--- src/hw/rtl/lrd_pkg.sv ---
// Package for the DDA line rasterizer: grid width, working widths, the
// walker state encoding and the point record. No dependencies.
package lrd_pkg;

  // Grid coordinate width used inside the block; port fields stay six bits.
  localparam int COORD_BITS = 6;
  localparam int FIELD_W    = 6;

  // Signed width of the running numerator: holds remainder + 2*dminor.
  localparam int REM_W = COORD_BITS + 3;
  // Signed width of the interpolation quotient.
  localparam int QUO_W = COORD_BITS + 1;

  typedef logic [COORD_BITS-1:0]      coord_t;
  typedef logic [FIELD_W-1:0]         field_t;
  typedef logic [COORD_BITS:0]        rem_t;
  typedef logic signed [REM_W-1:0]    acc_t;
  typedef logic signed [QUO_W-1:0]    quo_t;
  typedef logic signed [COORD_BITS+1:0] slope_t;
  typedef logic [COORD_BITS:0]        span_t;

  typedef enum logic [1:0] {
    ST_IDLE,
    ST_SETUP,
    ST_WALK
  } walk_state_t;

  // One pixel offered by the walker to the output stage.
  typedef struct packed {
    logic   valid;
    coord_t x;
    coord_t y;
    logic   last;
  } point_t;

  // Zero-extend a grid coordinate to the port field width.
  function automatic field_t widen(coord_t c);
    return field_t'(c);
  endfunction

endpackage

--- src/hw/rtl/lrd_if.sv ---
// Channel interfaces of the line rasterizer: the line input and the pixel
// output, each with valid/ready. Depends on lrd_pkg.
interface lrd_line_if;
  logic               valid;
  logic               ready;
  lrd_pkg::field_t    start_x;
  lrd_pkg::field_t    start_y;
  lrd_pkg::field_t    end_x;
  lrd_pkg::field_t    end_y;

  modport source (output valid, start_x, start_y, end_x, end_y, input ready);
  modport sink   (input valid, start_x, start_y, end_x, end_y, output ready);
endinterface

interface lrd_pixel_if;
  logic               valid;
  logic               ready;
  lrd_pkg::field_t    pixel_x;
  lrd_pkg::field_t    pixel_y;
  logic               whole_block;
  logic               last_point;

  modport source (output valid, pixel_x, pixel_y, whole_block, last_point, input ready);
  modport sink   (input valid, pixel_x, pixel_y, whole_block, last_point, output ready);
endinterface

--- src/hw/rtl/lrd_interp_unit.sv ---
// Interpolation step: adds 2*dminor to the running remainder and
// folds it back into [0, 2n) with a quotient correction. Depends on lrd_pkg.
module lrd_interp_unit (
  input  lrd_pkg::rem_t   remainder,
  input  lrd_pkg::quo_t   quotient,
  input  lrd_pkg::slope_t twice_dm,
  input  lrd_pkg::span_t  twice_n,
  output lrd_pkg::rem_t   remainder_next,
  output lrd_pkg::quo_t   quotient_next
);
  import lrd_pkg::*;

  acc_t sum;
  acc_t span;
  acc_t folded;

  // Since |dminor| <= n, one step moves the quotient by at most one.
  always_comb begin
    sum  = $signed({2'b00, remainder}) + acc_t'(twice_dm);
    span = $signed({2'b00, twice_n});
    if (sum >= span) begin
      folded        = sum - span;
      quotient_next = quotient + quo_t'(1);
    end else if (sum < acc_t'(0)) begin
      folded        = sum + span;
      quotient_next = quotient - quo_t'(1);
    end else begin
      folded        = sum;
      quotient_next = quotient;
    end
    remainder_next = folded[COORD_BITS:0];
  end

endmodule

--- src/hw/rtl/lrd_walker.sv ---
// Line walker: captures one line, sets up the major axis, then steps one
// pixel per granted cycle using lrd_interp_unit. Depends on lrd_pkg, lrd_if.
module lrd_walker (
  input  logic             clk,
  input  logic             rst,
  lrd_line_if.sink         line,
  input  logic             take,
  output lrd_pkg::point_t  point
);
  import lrd_pkg::*;

  walk_state_t state;
  walk_state_t state_next;

  coord_t sx, sy, ex, ey;
  logic   x_major;
  logic   dir_down;
  coord_t major_position;
  coord_t major_end;
  coord_t minor_base;
  quo_t   quotient;
  rem_t   remainder;
  slope_t twice_dm;
  span_t  twice_n;

  // Setup terms derived from the captured endpoints.
  logic signed [COORD_BITS:0] dx;
  logic signed [COORD_BITS:0] dy;
  logic signed [COORD_BITS:0] dminor;
  coord_t adx;
  coord_t ady;
  coord_t steps;
  logic   xm;

  rem_t   remainder_next;
  quo_t   quotient_next;
  coord_t minor_pixel;
  logic   accept;
  logic   at_end;

  assign accept = line.valid && line.ready;
  assign line.ready = (state == ST_IDLE);

  always_comb begin
    dx     = $signed({1'b0, ex}) - $signed({1'b0, sx});
    dy     = $signed({1'b0, ey}) - $signed({1'b0, sy});
    adx    = coord_t'(dx[COORD_BITS] ? -dx : dx);
    ady    = coord_t'(dy[COORD_BITS] ? -dy : dy);
    xm     = (adx > ady);
    steps  = xm ? adx : ady;
    dminor = xm ? dy : dx;
  end

  lrd_interp_unit u_interp (
    .remainder      (remainder),
    .quotient       (quotient),
    .twice_dm       (twice_dm),
    .twice_n        (twice_n),
    .remainder_next (remainder_next),
    .quotient_next  (quotient_next)
  );

  // Current pixel of the walk.
  assign minor_pixel = minor_base + coord_t'(quotient);
  assign at_end      = (major_position == major_end);

  always_comb begin
    point.valid = (state == ST_WALK);
    point.x     = x_major ? major_position : minor_pixel;
    point.y     = x_major ? minor_pixel : major_position;
    point.last  = at_end;
  end

  // State register.
  always_ff @(posedge clk) begin
    if (rst) begin
      state <= ST_IDLE;
    end else begin
      state <= state_next;
    end
  end

  // Next-state logic of the sequencer.
  always_comb begin
    state_next = state;
    case (state)
      ST_IDLE: begin
        if (accept) begin
          state_next = ST_SETUP;
        end
      end
      ST_SETUP: begin
        state_next = ST_WALK;
      end
      ST_WALK: begin
        if (take && at_end) begin
          state_next = ST_IDLE;
        end
      end
      default: begin
        state_next = ST_IDLE;
      end
    endcase
  end

  // Endpoint capture on an input transfer.
  always_ff @(posedge clk) begin
    if (accept) begin
      sx <= line.start_x[COORD_BITS-1:0];
      sy <= line.start_y[COORD_BITS-1:0];
      ex <= line.end_x[COORD_BITS-1:0];
      ey <= line.end_y[COORD_BITS-1:0];
    end
  end

  // Walk registers: loaded in setup, advanced on each granted pixel but the last.
  always_ff @(posedge clk) begin
    if (rst) begin
      x_major        <= 1'b0;
      dir_down       <= 1'b0;
      major_position <= '0;
      major_end      <= '0;
      minor_base     <= '0;
      quotient       <= '0;
      remainder      <= '0;
      twice_dm       <= '0;
      twice_n        <= '0;
    end else if (state == ST_SETUP) begin
      x_major        <= xm;
      dir_down       <= xm ? dx[COORD_BITS] : dy[COORD_BITS];
      major_position <= xm ? sx : sy;
      major_end      <= xm ? ex : ey;
      minor_base     <= xm ? sy : sx;
      quotient       <= '0;
      remainder      <= {1'b0, steps};
      twice_dm       <= {dminor, 1'b0};
      twice_n        <= {steps, 1'b0};
    end else if (state == ST_WALK && take && !at_end) begin
      major_position <= dir_down ? major_position - coord_t'(1)
                                 : major_position + coord_t'(1);
      quotient       <= quotient_next;
      remainder      <= remainder_next;
    end
  end

  // The remainder always stays below 2n while steps remain.
  a_rem_bound: assert property (@(posedge clk) disable iff (rst)
    (state == ST_WALK && !at_end) |-> (remainder < twice_n))
    else $error("walker remainder out of range");

  // A granted final pixel ends the line.
  a_last_idle: assert property (@(posedge clk) disable iff (rst)
    (state == ST_WALK && take && at_end) |=> (state == ST_IDLE))
    else $error("walker did not return to idle after the last pixel");

  // Setup is always followed directly by the walk.
  a_setup_once: assert property (@(posedge clk) disable iff (rst)
    (state == ST_SETUP) |=> (state == ST_WALK))
    else $error("walker setup did not advance");

  // Without a grant the walk position holds.
  a_hold: assert property (@(posedge clk) disable iff (rst)
    (state == ST_WALK && !take) |=> $stable(major_position) && $stable(quotient))
    else $error("walker advanced without a grant");

endmodule

--- src/hw/rtl/line_rasterizer_dda.sv ---
// DDA line rasterizer. One line transfer gives 1 + max(|dx|,|dy|) pixel
// transfers, the start point first and last_point set on the final one. The
// block takes the line, sets up the major axis, then walks one pixel per
// cycle from the interpolation step unit while the output register is free
// or the pixel sink holds ready high. The next line is taken once the last
// pixel has been handed to the output register. window_mode is sampled as
// each pixel enters the output register and is meant to change only while
// the block is idle.
// Depends on lrd_pkg, lrd_if, lrd_walker and lrd_interp_unit.
module line_rasterizer_dda (
  input  logic        clk,
  input  logic        rst,
  lrd_line_if.sink    line,
  lrd_pixel_if.source pixel,
  input  logic        cfg_we,
  input  logic        cfg_wdata
);
  import lrd_pkg::*;

  logic   window_mode;
  point_t point;
  logic   take;

  logic   out_valid;
  field_t out_x;
  field_t out_y;
  logic   out_block;
  logic   out_last;

  lrd_walker u_walker (
    .clk   (clk),
    .rst   (rst),
    .line  (line),
    .take  (take),
    .point (point)
  );

  // Configuration register.
  always_ff @(posedge clk) begin
    if (rst) begin
      window_mode <= 1'b0;
    end else if (cfg_we) begin
      window_mode <= cfg_wdata;
    end
  end

  // The walker advances whenever the output register is free or draining.
  assign take = point.valid && (!out_valid || pixel.ready);

  // Output register valid.
  always_ff @(posedge clk) begin
    if (rst) begin
      out_valid <= 1'b0;
    end else if (take) begin
      out_valid <= 1'b1;
    end else if (pixel.ready) begin
      out_valid <= 1'b0;
    end
  end

  // Output register payload.
  always_ff @(posedge clk) begin
    if (take) begin
      out_x     <= widen(point.x);
      out_y     <= widen(point.y);
      out_block <= window_mode;
      out_last  <= point.last;
    end
  end

  assign pixel.valid       = out_valid;
  assign pixel.pixel_x     = out_x;
  assign pixel.pixel_y     = out_y;
  assign pixel.whole_block = out_block;
  assign pixel.last_point  = out_last;

endmodule

--- src/flat_wrapper.sv ---
// flat-port wrapper written by rule: the top's interface ports become plain ports
module line_rasterizer_dda_flat import lrd_pkg::*;
  (clk, rst, cfg_we, cfg_wdata, line_valid, line_start_x, line_start_y, line_end_x, line_end_y, line_ready, pixel_valid, pixel_pixel_x, pixel_pixel_y, pixel_whole_block, pixel_last_point, pixel_ready);
  lrd_line_if line_i ();
  lrd_pixel_if pixel_i ();
  input  logic clk;
  input  logic rst;
  input  logic cfg_we;
  input  logic cfg_wdata;
  input wire logic [$bits(line_i.valid)-1:0] line_valid;
  input wire logic [$bits(line_i.start_x)-1:0] line_start_x;
  input wire logic [$bits(line_i.start_y)-1:0] line_start_y;
  input wire logic [$bits(line_i.end_x)-1:0] line_end_x;
  input wire logic [$bits(line_i.end_y)-1:0] line_end_y;
  output wire logic [$bits(line_i.ready)-1:0] line_ready;
  output wire logic [$bits(pixel_i.valid)-1:0] pixel_valid;
  output wire logic [$bits(pixel_i.pixel_x)-1:0] pixel_pixel_x;
  output wire logic [$bits(pixel_i.pixel_y)-1:0] pixel_pixel_y;
  output wire logic [$bits(pixel_i.whole_block)-1:0] pixel_whole_block;
  output wire logic [$bits(pixel_i.last_point)-1:0] pixel_last_point;
  input wire logic [$bits(pixel_i.ready)-1:0] pixel_ready;
  assign line_i.valid = line_valid;
  assign line_i.start_x = line_start_x;
  assign line_i.start_y = line_start_y;
  assign line_i.end_x = line_end_x;
  assign line_i.end_y = line_end_y;
  assign line_ready = line_i.ready;
  assign pixel_valid = pixel_i.valid;
  assign pixel_pixel_x = pixel_i.pixel_x;
  assign pixel_pixel_y = pixel_i.pixel_y;
  assign pixel_whole_block = pixel_i.whole_block;
  assign pixel_last_point = pixel_i.last_point;
  assign pixel_i.ready = pixel_ready;
  line_rasterizer_dda u_core (.clk(clk), .rst(rst), .line(line_i), .pixel(pixel_i), .cfg_we(cfg_we), .cfg_wdata(cfg_wdata));
endmodule
--- config.mk ---
export PLATFORM = sky130hd
export DESIGN_NAME = line_rasterizer_dda_flat
export DESIGN_NICKNAME = d
export VERILOG_FILES = /design/src/hw/rtl/lrd_pkg.sv /design/src/hw/rtl/lrd_if.sv /design/src/hw/rtl/lrd_interp_unit.sv /design/src/hw/rtl/lrd_walker.sv /design/src/hw/rtl/line_rasterizer_dda.sv /design/src/flat_wrapper.sv
export SDC_FILE = /design/constraint.sdc
export NUM_CORES = 1
export LEC_CHECK = 0
export BUFFER_PORTS_ARGS = -buffer_cell sky130_fd_sc_hd__clkbuf_2
export CAP_MARGIN = 30
export CELL_PAD_IN_SITES_DETAIL_PLACEMENT = 1
export CELL_PAD_IN_SITES_GLOBAL_PLACEMENT = 2
export CORE_ASPECT_RATIO = 0.6
export CORE_UTILIZATION = 41
export DETAILED_ROUTE_END_ITERATION = 8
export PLACE_DENSITY = 0.85
export REMOVE_ABC_BUFFERS = 1
export SYNTH_ARGS = -nofsm -noshare
export SYNTH_HDL_FRONTEND = slang
export SYNTH_SLANG_ARGS = --single-unit
--- constraint.sdc ---
create_clock -name clk -period 12.7 [get_ports clk]
set_input_delay 2.54 -clock clk [delete_from_list [all_inputs] [get_ports clk]]
set_output_delay 2.54 -clock clk [all_outputs]
set_load 0.01 [all_outputs]
### Word-level counts from Yosys, hierarchy flattened

Index checks and enable logic that the tools add are counted.
W data, S select, Z words.

| storage, ports and cells | value |
|---|---|
| flip-flop bits (word level) | 89 |
| input bits | 30 |
| output and inout bits | 16 |
| logic and storage cells | 80 |

| operators by class | value |
|---|---|
| $add $sub $neg | 12 |
| $lt $le $gt $ge | 3 |
| eq/ne operators | 5 |
| muxes and demuxes | 24 |
| reduce and logical (&&, ||, !) cells | 15 |

Operators with widths:

| cell | number |
|---|---|
| $mux W6 | 13 |
| $mux W7 | 5 |
| $sub A6 B6 Y7 | 2 |
| $neg A6 Y6 | 2 |
| $add A8 B8 Y9 | 1 |
| $ge A9 B8 Y1 | 1 |
| $lt A9 B1 Y1 const B | 1 |
| $add A7 B2 Y7 const B | 1 |
| $add A7 B7 Y7 | 1 |
| $sub A7 B2 Y7 const B | 1 |
| $sub A7 B7 Y7 | 1 |
| $add A6 B1 Y6 const B | 1 |
| $add A6 B6 Y6 | 1 |
| $eq A6 B6 Y1 | 1 |
| $gt A6 B6 Y1 | 1 |
| $pmux W2 S3 | 1 |
| $reduce_bool A2 Y1 | 3 |
| $sub A6 B1 Y6 const B | 1 |
| $logic_and A1 B1 Y1 | 5 |
| $mux W2 | 2 |
| $reduce_and A2 Y1 | 2 |
| $mux W1 | 3 |
| $eq A2 B1 Y1 const B | 1 |
| $eq A2 B2 Y1 const B | 1 |
| 6 further kinds | 7 |

### Depth between registers and ports, before layout

Gate-level depths: netlist of the first run.

| depth | value |
|---|---|
| word-level depth | 7 |
| depth in mapped cells | 21 |
| depth with buffers taken out | 20 |

### Hierarchy

From an unflattened synthesis of the first run, not the netlist that was laid out.

| second synthesis, totals | value |
|---|---|
| cells, all modules | 667 |
| area, all modules | 6283.5 um^2 |

By module, submodules not included:

| module | times used | cells each | area each (um^2) | sequential area each (um^2) |
|---|---|---|---|---|
| lrd_walker | 1 | 472 | 4458.0 | 1701.6 |
| lrd_interp_unit | 1 | 173 | 1316.3 | 0.0 |
| line_rasterizer_dda | 1 | 22 | 509.2 | 460.4 |

### Worst setup path before layout of the first run

OpenSTA, ideal clock, no wires.

| timing | value |
|---|---|
| path type | input-to-reg |
| start point | input port pixel_ready |
| end point | register u_core.u_walker.remainder[5] |
| library setup time | 0.137 ns |
| arrival | 4.432 ns |
| data required time | 12.563 ns |
| setup slack | 8.131 ns |
| stages on the path | 7 |
| path buffers | 1 |
| path through | nand2b_1 nor2b_1 o21a_1 buf_1 o21ai_0 o31ai_1 o221ai_1 |

| on the way | value |
|---|---|
| longest elaborated chain between the ends | 5 |

RTL lines:

| what | line | source |
|---|---|---|
| from (decl) | flat_wrapper.sv:21 | `input wire logic [$bits(pixel_i.ready)-1:0] pixel_ready;` |
| $logic_or A1 B1 Y1 | line_rasterizer_dda.sv:48 | `assign take = point.valid && (!out_valid \|\| pixel.ready);` |
| $logic_and A1 B1 Y1 | line_rasterizer_dda.sv:48 |  |
| via u_core.take | line_rasterizer_dda.sv:22 | `logic take;` |
| $logic_and A1 B1 Y1 (2 in series) | lrd_walker.sv:138 | `end else if (state == ST_WALK && take && !at_end) begin` |
| $reduce_bool A2 Y1 (no line) | -- |  |
| to (signal assigned) | lrd_walker.sv:135 | `remainder <= {1'b0, steps};` |
| to (signal assigned) | lrd_walker.sv:142 | `remainder <= remainder_next;` |
| to (decl) | lrd_walker.sv:22 | `rem_t remainder;` |

The timed path passes the listed nets, and every way through them passes these cells.
A chain may end at the register's enable or synchronous reset.

### Final worst setup path of the first run

| timing | value |
|---|---|
| start point | register u_core.u_walker.ex[0] |
| end point | register u_core.u_walker.remainder[1] |

| on the way | value |
|---|---|
| longest elaborated chain between the ends | 6 |

RTL lines:

| what | line | source |
|---|---|---|
| from (decl) | lrd_walker.sv:15 | `coord_t sx, sy, ex, ey;` |
| from (signal assigned) | lrd_walker.sv:111 | `ex <= line.end_x[COORD_BITS-1:0];` |
| $sub A6 B6 Y7 * | lrd_walker.sv:45 | `dx = $signed({1'b0, ex}) - $signed({1'b0, sx});` |
| $neg A6 Y6 | lrd_walker.sv:47 | `adx = coord_t'(dx[COORD_BITS] ? -dx : dx);` |
| $mux W6 * | lrd_walker.sv:47 |  |
| $gt A6 B6 Y1 | lrd_walker.sv:49 | `xm = (adx > ady);` |
| $mux W6 * | lrd_walker.sv:50 | `steps = xm ? adx : ady;` |
| $mux W6 * | lrd_walker.sv:128 | `end else if (state == ST_SETUP) begin` |

Mark *: on every way between the ends. The rest lies on a longest branch, timed or not.

==> results of run 1 <==
layout make-up:
cell class | instances | area, um^2
Multi-Input combinational cell | 431 | 3220
Clock buffer | 9 | 225
Inverter | 54 | 203
Fill cell | 1539 | 6780
Sequential cell | 88 | 2140
Timing Repair Buffer | 51 | 278
Tap cell | 170 | 213
Clock inverter | 7 | 75.1
cells in the mapped netlist, types with 3 or more instances:
cell       n
a211o_1    3
a211oi_1  30
a21o_1    19
a21oi_1   42
a31oi_1    8
and3_1     5
clkbuf_1  20
dfxtp_1   50
edfxtp_1  38
fa_1       8
ha_1      50
inv_1     54
mux2_2    13
mux2i_1   18
nand2_1   32
nand2b_1   8
nand3_1   10
nand4_1    3
nor2_1    56
nor2b_1    6
nor3_1     5
o211ai_1   5
o21a_1     7
o21ai_0   21
o31ai_1    6
or3_1      3
xnor2_1   30
xor2_1    12
state kept, by name (all words and copies together) (netlist names), 2 cells and up:
name                            flops
u_core.u_walker.remainder           7
u_core.u_walker.twice_dm            7
u_core.pixel.pixel_x                6
u_core.pixel.pixel_y                6
u_core.u_walker.ex                  6
u_core.u_walker.ey                  6
u_core.u_walker.major_end           6
u_core.u_walker.major_position      6
u_core.u_walker.minor_base          6
u_core.u_walker.quotient            6
u_core.u_walker.sx                  6
u_core.u_walker.sy                  6
u_core.u_walker.twice_n             6
u_core.u_walker.state               2
power groups by stage:
stage               clock network, uW  logic (uW)  registers, uW
floorplan                           0         487            361
global placement                    0         642            370
detailed placement                  0         659            372
CTS                               281         667            366
global route                      292         741            370
finish                            277         671            366
final timing paths:
| check | startpoint | to | slack (ns) | depth (start not counted) |
|---|---|---|---|---|
| setup / recovery | u_core.u_walker.ex[0] | u_core.u_walker.remainder[1] | 7.74 | 18 |
| hold / removal | u_core.window_mode | u_core.pixel.whole_block | 0.45 | 0 |
| setup reg to reg | u_core.u_walker.ex[0] | u_core.u_walker.remainder[1] | 7.74 | 18 |
| hold reg to reg | u_core.window_mode | u_core.pixel.whole_block | 0.45 | 0 |
logic make-up (layout without fill, tap and decap cells):
group	Yosys count	after routing	synth area share (%)
adder cells (fa/ha/maj)	58	58	13.9
AO/OA/AOI/OAI	163	163	19.2
multiplexers	31	31	5.79
flip-flops	88	88	38.0
buffers and inverters	78	121	5.24
XOR/XNOR	42	42	6.53
AND/OR/NAND/NOR	137	137	11.3
layer usage:
layer	vias up	share of wire [%]	GRT usage (%)
met2	113	40	33.9
met1	2207	55	37.2
met5	-	0	0
met4	0	0.90	4.83
li1	2204	-	-
met3	13	4.8	4.16
per-stage QoR:
stage | hold slack, ns | total power (uW) | utilization, % | setup WS [ns] | std cells
floorplan | 0.408 | 848 | - | 6.87 | 573
global placement | 0.413 | 1010 | 46.0 | 7.89 | 793
detailed placement | 0.419 | 1030 | 46.1 | 7.83 | 794
CTS | 0.444 | 1310 | 48.4 | 7.78 | 810
global route | 0.461 | 1400 | 48.4 | 7.39 | 810
finish | 0.446 | 1310 | 48.4 | 7.74 | 810
==> flow_summary.ini, run 1 <==
[clocking]
cts-resized-gates = 0
ctsHoldBuffers = 0
numCtsBuffers = 9
clk_pin_slew_worst_paths_ns = 0.07
cts-root-buf = clkbuf_16
cts_tree = done
clockBufferDepth = 2
insertion_delay_ns = 0.35
h-tree-depth = 3
clock-sinks = 88
post-cts-setup-buffer-count = 0

[floorplan]
dieArea_um2 = 14200
row_count = 32
die_y_um = 92.8
die-width_um = 153
core_area_um2 = 13100
initial_core_util_pct = 42.9
io_pins = 46

[finish]
final_common_cell = nor2_1
antenna_cells = 0
layout-drive-gt1-share_pct = 13.6
final_nets = 723
final_area_um2 = 6350
area_delta_synth_final_pct = 12.7
most-common-layout-cells = nor2_1, inv_1, ha_1, dfxtp_1, clkbuf_2

[setup_path]
cp_common_cell = inv_1
crit_required_ns = 12.97
path_class = reg2reg
max_stage_delay_ns = 0.82
path_buf_inv = 5
slowest_stage = a221oi_1
critPathMaxFanout = 45
critPathTopFamily = compound AO/OA/AOI/OAI gates
start_kind = register
worstPathCellList = inv_1 -> ha_1 -> inv_1 -> fa_1 -> a21o_1 -> a221oi_1 -> o31ai_1 -> xnor2_1 -> inv_1 -> ha_1 -> o21a_1 -> o22ai_1 -> a21oi_4 -> buf_4 -> inv_1 -> mux2i_1 -> a211o_1 -> a31oi_1
end_kind = register
arrival_ns = 5.23

[hold_path]
hold_path.class = reg2reg

[sta]
finalSetupViolations = 0
finalCriticalPeriod_ns = 4.96
hold_viol = 0
fin_skew_ns = 0.00966
maxSlewHeadroom_pct = 33.2
max_freq_mhz = 202
finalCritPeriodShare_pct = 39.0
fin_tns_setup_ns = 0
tightest_slew_ns = 0.996
rsz0062_at_grt = no
slew_viol_final = 0

[synthesis]
yosysTopAreaCell = edfxtp_1
yosys-top-cells-area = edfxtp_1, dfxtp_1, ha_1, xnor2_1, a211oi_1
synth_area_um2 = 5640
synth_top_area_share_pct = 20.2
syn_inst = 597
synth_seq_cells = 88
synth_flop_cell = dfxtp_1
yosysSeqAreaShare_pct = 38.0
async_flop_share_pct = 0
yosysWarnings = 0
synth-edff-count = 38
synth.avg_cell_area_um2 = 9.44
ys_types = 54

[power]
p_comb_share_pct = 51.0
total_leakage_power_uw = 0.00278
power.share.clock_pct = 21.1
powerDensity_nw_per_um2 = 207
vdd_drop_max_uv = 190
pwr-share-seq_pct = 27.9
p_switching_uw = 568
p_int_uw = 745
swShare_pct = 43.3

[detailed_routing]
post-route-drc-count = 0
vias = 4537
vias_per_cell = 5.60
wire_per_inst_um = 20.0
first_pass_iters = 4
drt-total-wl_um = 16200
drtIter0Drc = 223
ant_nets = 0

[place]
dpl-instance-area_um2 = 6050
io_buffers = 45
dp_hpwl_um = 12600
place_congestion = 0.870

[global_route]
grt_pass1_wl_um = 25800
grt_antenna_before_repair = 0
overflow = 0
grt_pass1_vias = 4679
grt_max_degree = 55
grt_use_total_pct = 23.9

[status]
status = complete, no violations

[flow_run]
drv_cap = 0
Power figures use the tool's default switching activity.
==> inputs of run 2 (changes only) <==
Settings changed: ABC_AREA set to 1, CORE_UTILIZATION 41 to 33, PLACE_DENSITY 0.85 to 0.77.
Clock period 12.7 ns to 4.5 ns, I/O delays scaled along.
==> run 2 against run 1 <==
Via count up 15%. Non-clock buffer count up 3. Clock skew down 0.00058 ns. Critical path depth up 7. Global-route usage down 2.6 points. Sequential cell count unchanged. Combinational power rose to 3.1 times the previous value. Register-to-register slack worse by 7.4 ns. Clock-buffer cell count unchanged. Sequential share of layout area down 1.7 points. First-iteration DRC count up 48%.
==> flow_summary.ini, run 2 <==
[place]
dp_hpwl_um = 14700
pre_cts_ws_ns = 0.263
place_congestion = 0.861
io_buffers = 45

[detailed_routing]
wire_per_inst_um = 17.6
post-route-drc-count = 0
drtIter0Drc = 330
vias = 5209
drt-total-wl_um = 18200
vias_per_cell = 5.03
ant_nets = 0
first_pass_iters = 5

[finish]
final_nets = 885
final_util_pct = 38.7
antenna_cells = 0
most-common-layout-cells = nand2_1, inv_1, dfxtp_1, ha_1, clkbuf_2
final_common_cell = nand2_1
layout-drive-gt1-share_pct = 13.3
top_regs = u_core.u_walker.remainder x7, u_core.u_walker.twice_dm x7
area_delta_synth_final_pct = 13.7

[synthesis]
synth_area_um2 = 5890
synth-simple-area-share_pct = 23.1
synth.avg_cell_area_um2 = 7.87
yosys-top-cells-area = edfxtp_1, dfxtp_1, nand2_1, ha_1, inv_1
synth_compound_area_share_pct = 13.0
yosysWarnings = 0
synth-edff-count = 38
yosysTopAreaCell = edfxtp_1
synth_fa_ha_area_share_pct = 13.3
synth_seq_cells = 88
synth_top_family_by_area = simple AND/OR/NAND/NOR gates
yosysSeqAreaShare_pct = 36.3
async_flop_share_pct = 0
muxShareOfSynthArea_pct = 0
synth-xor-area-share_pct = 4.44
ys_types = 51
syn_inst = 749
synth_flop_cell = dfxtp_1
synth_top_area_share_pct = 19.4
synth_most_common_cell = nand2_1
synth_common_cells = nand2_1, inv_1, dfxtp_1, ha_1, o21ai_0

[sta]
finalCriticalPeriod_ns = 4.14
finalCritPeriodShare_pct = 91.9
layout_setup_ws_ns = 0.365
fin_tns_setup_ns = 0
max_freq_mhz = 242
hold_viol = 0
fin_skew_ns = 0.00908
finalSetupViolations = 0
slew_viol_final = 0
rsz0062_at_grt = no
tightest_slew_ns = 0.709
maxSlewHeadroom_pct = 52.5

[status]
status = complete, no violations

[global_route]
grt_max_degree = 30
overflow = 0
grt_antenna_before_repair = 0
grt_pass1_vias = 5386
grt_pass1_wl_um = 29700
grt_use_total_pct = 21.3

[clocking]
insertion_delay_ns = 0.35
clk_pin_slew_worst_paths_ns = 0.06
clock-sinks = 88
numCtsBuffers = 9
cts_tree = done
h-tree-depth = 3
clockBufferDepth = 2
cts-root-buf = clkbuf_16
ctsHoldBuffers = 0

[floorplan]
dieArea_um2 = 18400
io_pins = 46
die-width_um = 175
core_area_um2 = 17300
initial_core_util_pct = 34.0
row_count = 37
die_y_um = 106

[flow_run]
drv_cap = 0

[power]
vdd_drop_max_uv = 227
total_leakage_power_uw = 0.00325
powerDensity_nw_per_um2 = 587

[setup_path]
arrival_ns = 4.42
critPathMaxFanout = 8
start_kind = register
path_class = reg2reg
rrSetupSlack_ns = 0.36
end_kind = register
crit_required_ns = 4.79

[hold_path]
hold_path.class = reg2reg
## run 2: changes by cell type in the layout (fill, tap and decap cells not counted), moves of 8 or more
cell	before	now
nand2b_1	8	0
a211oi_1	30	1
xnor2_1	30	10
nand2_1	32	184
nor2_1	56	38
nand3_1	10	41
o221ai_1	2	11
a21o_1	19	1
nand4_1	3	13
mux2i_1	18	0
mux2_2	13	0
inv_1	54	114
o21ai_0	21	44
## run 2: per-layer routing
metal  routed length (um)  GRT usage [%]  part of all wire [%]
met3                  815           4.08                   4.5
met1                10100           32.7                    56
met2                 7160           30.4                    39
met4                  140           4.22                  0.77
met5                    0              0                     0
## run 2: power by group
| group | switching [uW] | internal (uW) | leakage (uW) |
|---|---|---|---|
| Sequential | 108 | 962 | 0.000769 |
| Combinational | 1370 | 726 | 0.00233 |
| Clock | 334 | 430 | 0.000146 |
## run 2: repair_timing
action | 4_1_cts | 5_1_grt
endpoints found under the setup margin | 0 | 2
gates resized for setup | 0 | 4
buffers inserted | 0 | 3
## run 2: final cells by class
cell class | count | area (um^2)
Timing Repair Buffer | 54 | 305
Clock buffer | 9 | 225
Fill cell | 2151 | 10600
Sequential cell | 88 | 2140
Multi-Input combinational cell | 522 | 3200
Inverter | 122 | 467
Tap cell | 234 | 293
Clock inverter | 7 | 70.1
## run 2: worst paths after layout
kind,cells after the start,to,from
max,25,u_core.u_walker.quotient[5],u_core.u_walker.remainder[1]
min reg2reg,0,u_core.pixel.whole_block,u_core.window_mode
max reg2reg,25,u_core.u_walker.quotient[5],u_core.u_walker.remainder[1]
min,0,u_core.pixel.whole_block,u_core.window_mode
## run 2: kinds of logic (layout without fill, tap and decap cells)
kind of cell / count (synthesis) / after routing
compound gates: 129 / 129
buf+inv: 139 / 192
flops: 88 / 88
simple gates: 306 / 306
xor+xnor: 29 / 29
fa+ha+maj: 58 / 58
## run 2: critical path: stages (launching register included)
cell and delay, ns:
dfxtp_1 0.31, ha_1 0.22, fa_1 0.44, a31o_2 0.23, xnor2_1 0.18, inv_1 0.09, ha_1 0.41, inv_1 0.09
nand2_1 0.07, nand2_1 0.04, nand2_1 0.05, nand2_1 0.10, o21bai_4 0.23, nand2_8 0.11, inv_4 0.11, ha_1 0.28
a21oi_1 0.18, nand2_1 0.10, a21o_1 0.18, a21oi_2 0.19, inv_1 0.06, nand3_1 0.12, nand3_2 0.08, nand2_1 0.07
inv_1 0.04, nor2_1 0.09
## run 2: stage by stage
| stage | hold WS, ns | cells | instance area [um^2] | power (uW) |
|---|---|---|---|---|
| floorplan | 0.403 | 732 | 5780 | 2520 |
| global placement | 0.420 | 1016 | 6340 | 3080 |
| detailed placement | 0.420 | 1017 | 6360 | 3140 |
| CTS | 0.436 | 1033 | 6660 | 3920 |
| global route | 0.448 | 1036 | 6700 | 4240 |
| finish | 0.433 | 1036 | 6700 | 3930 |
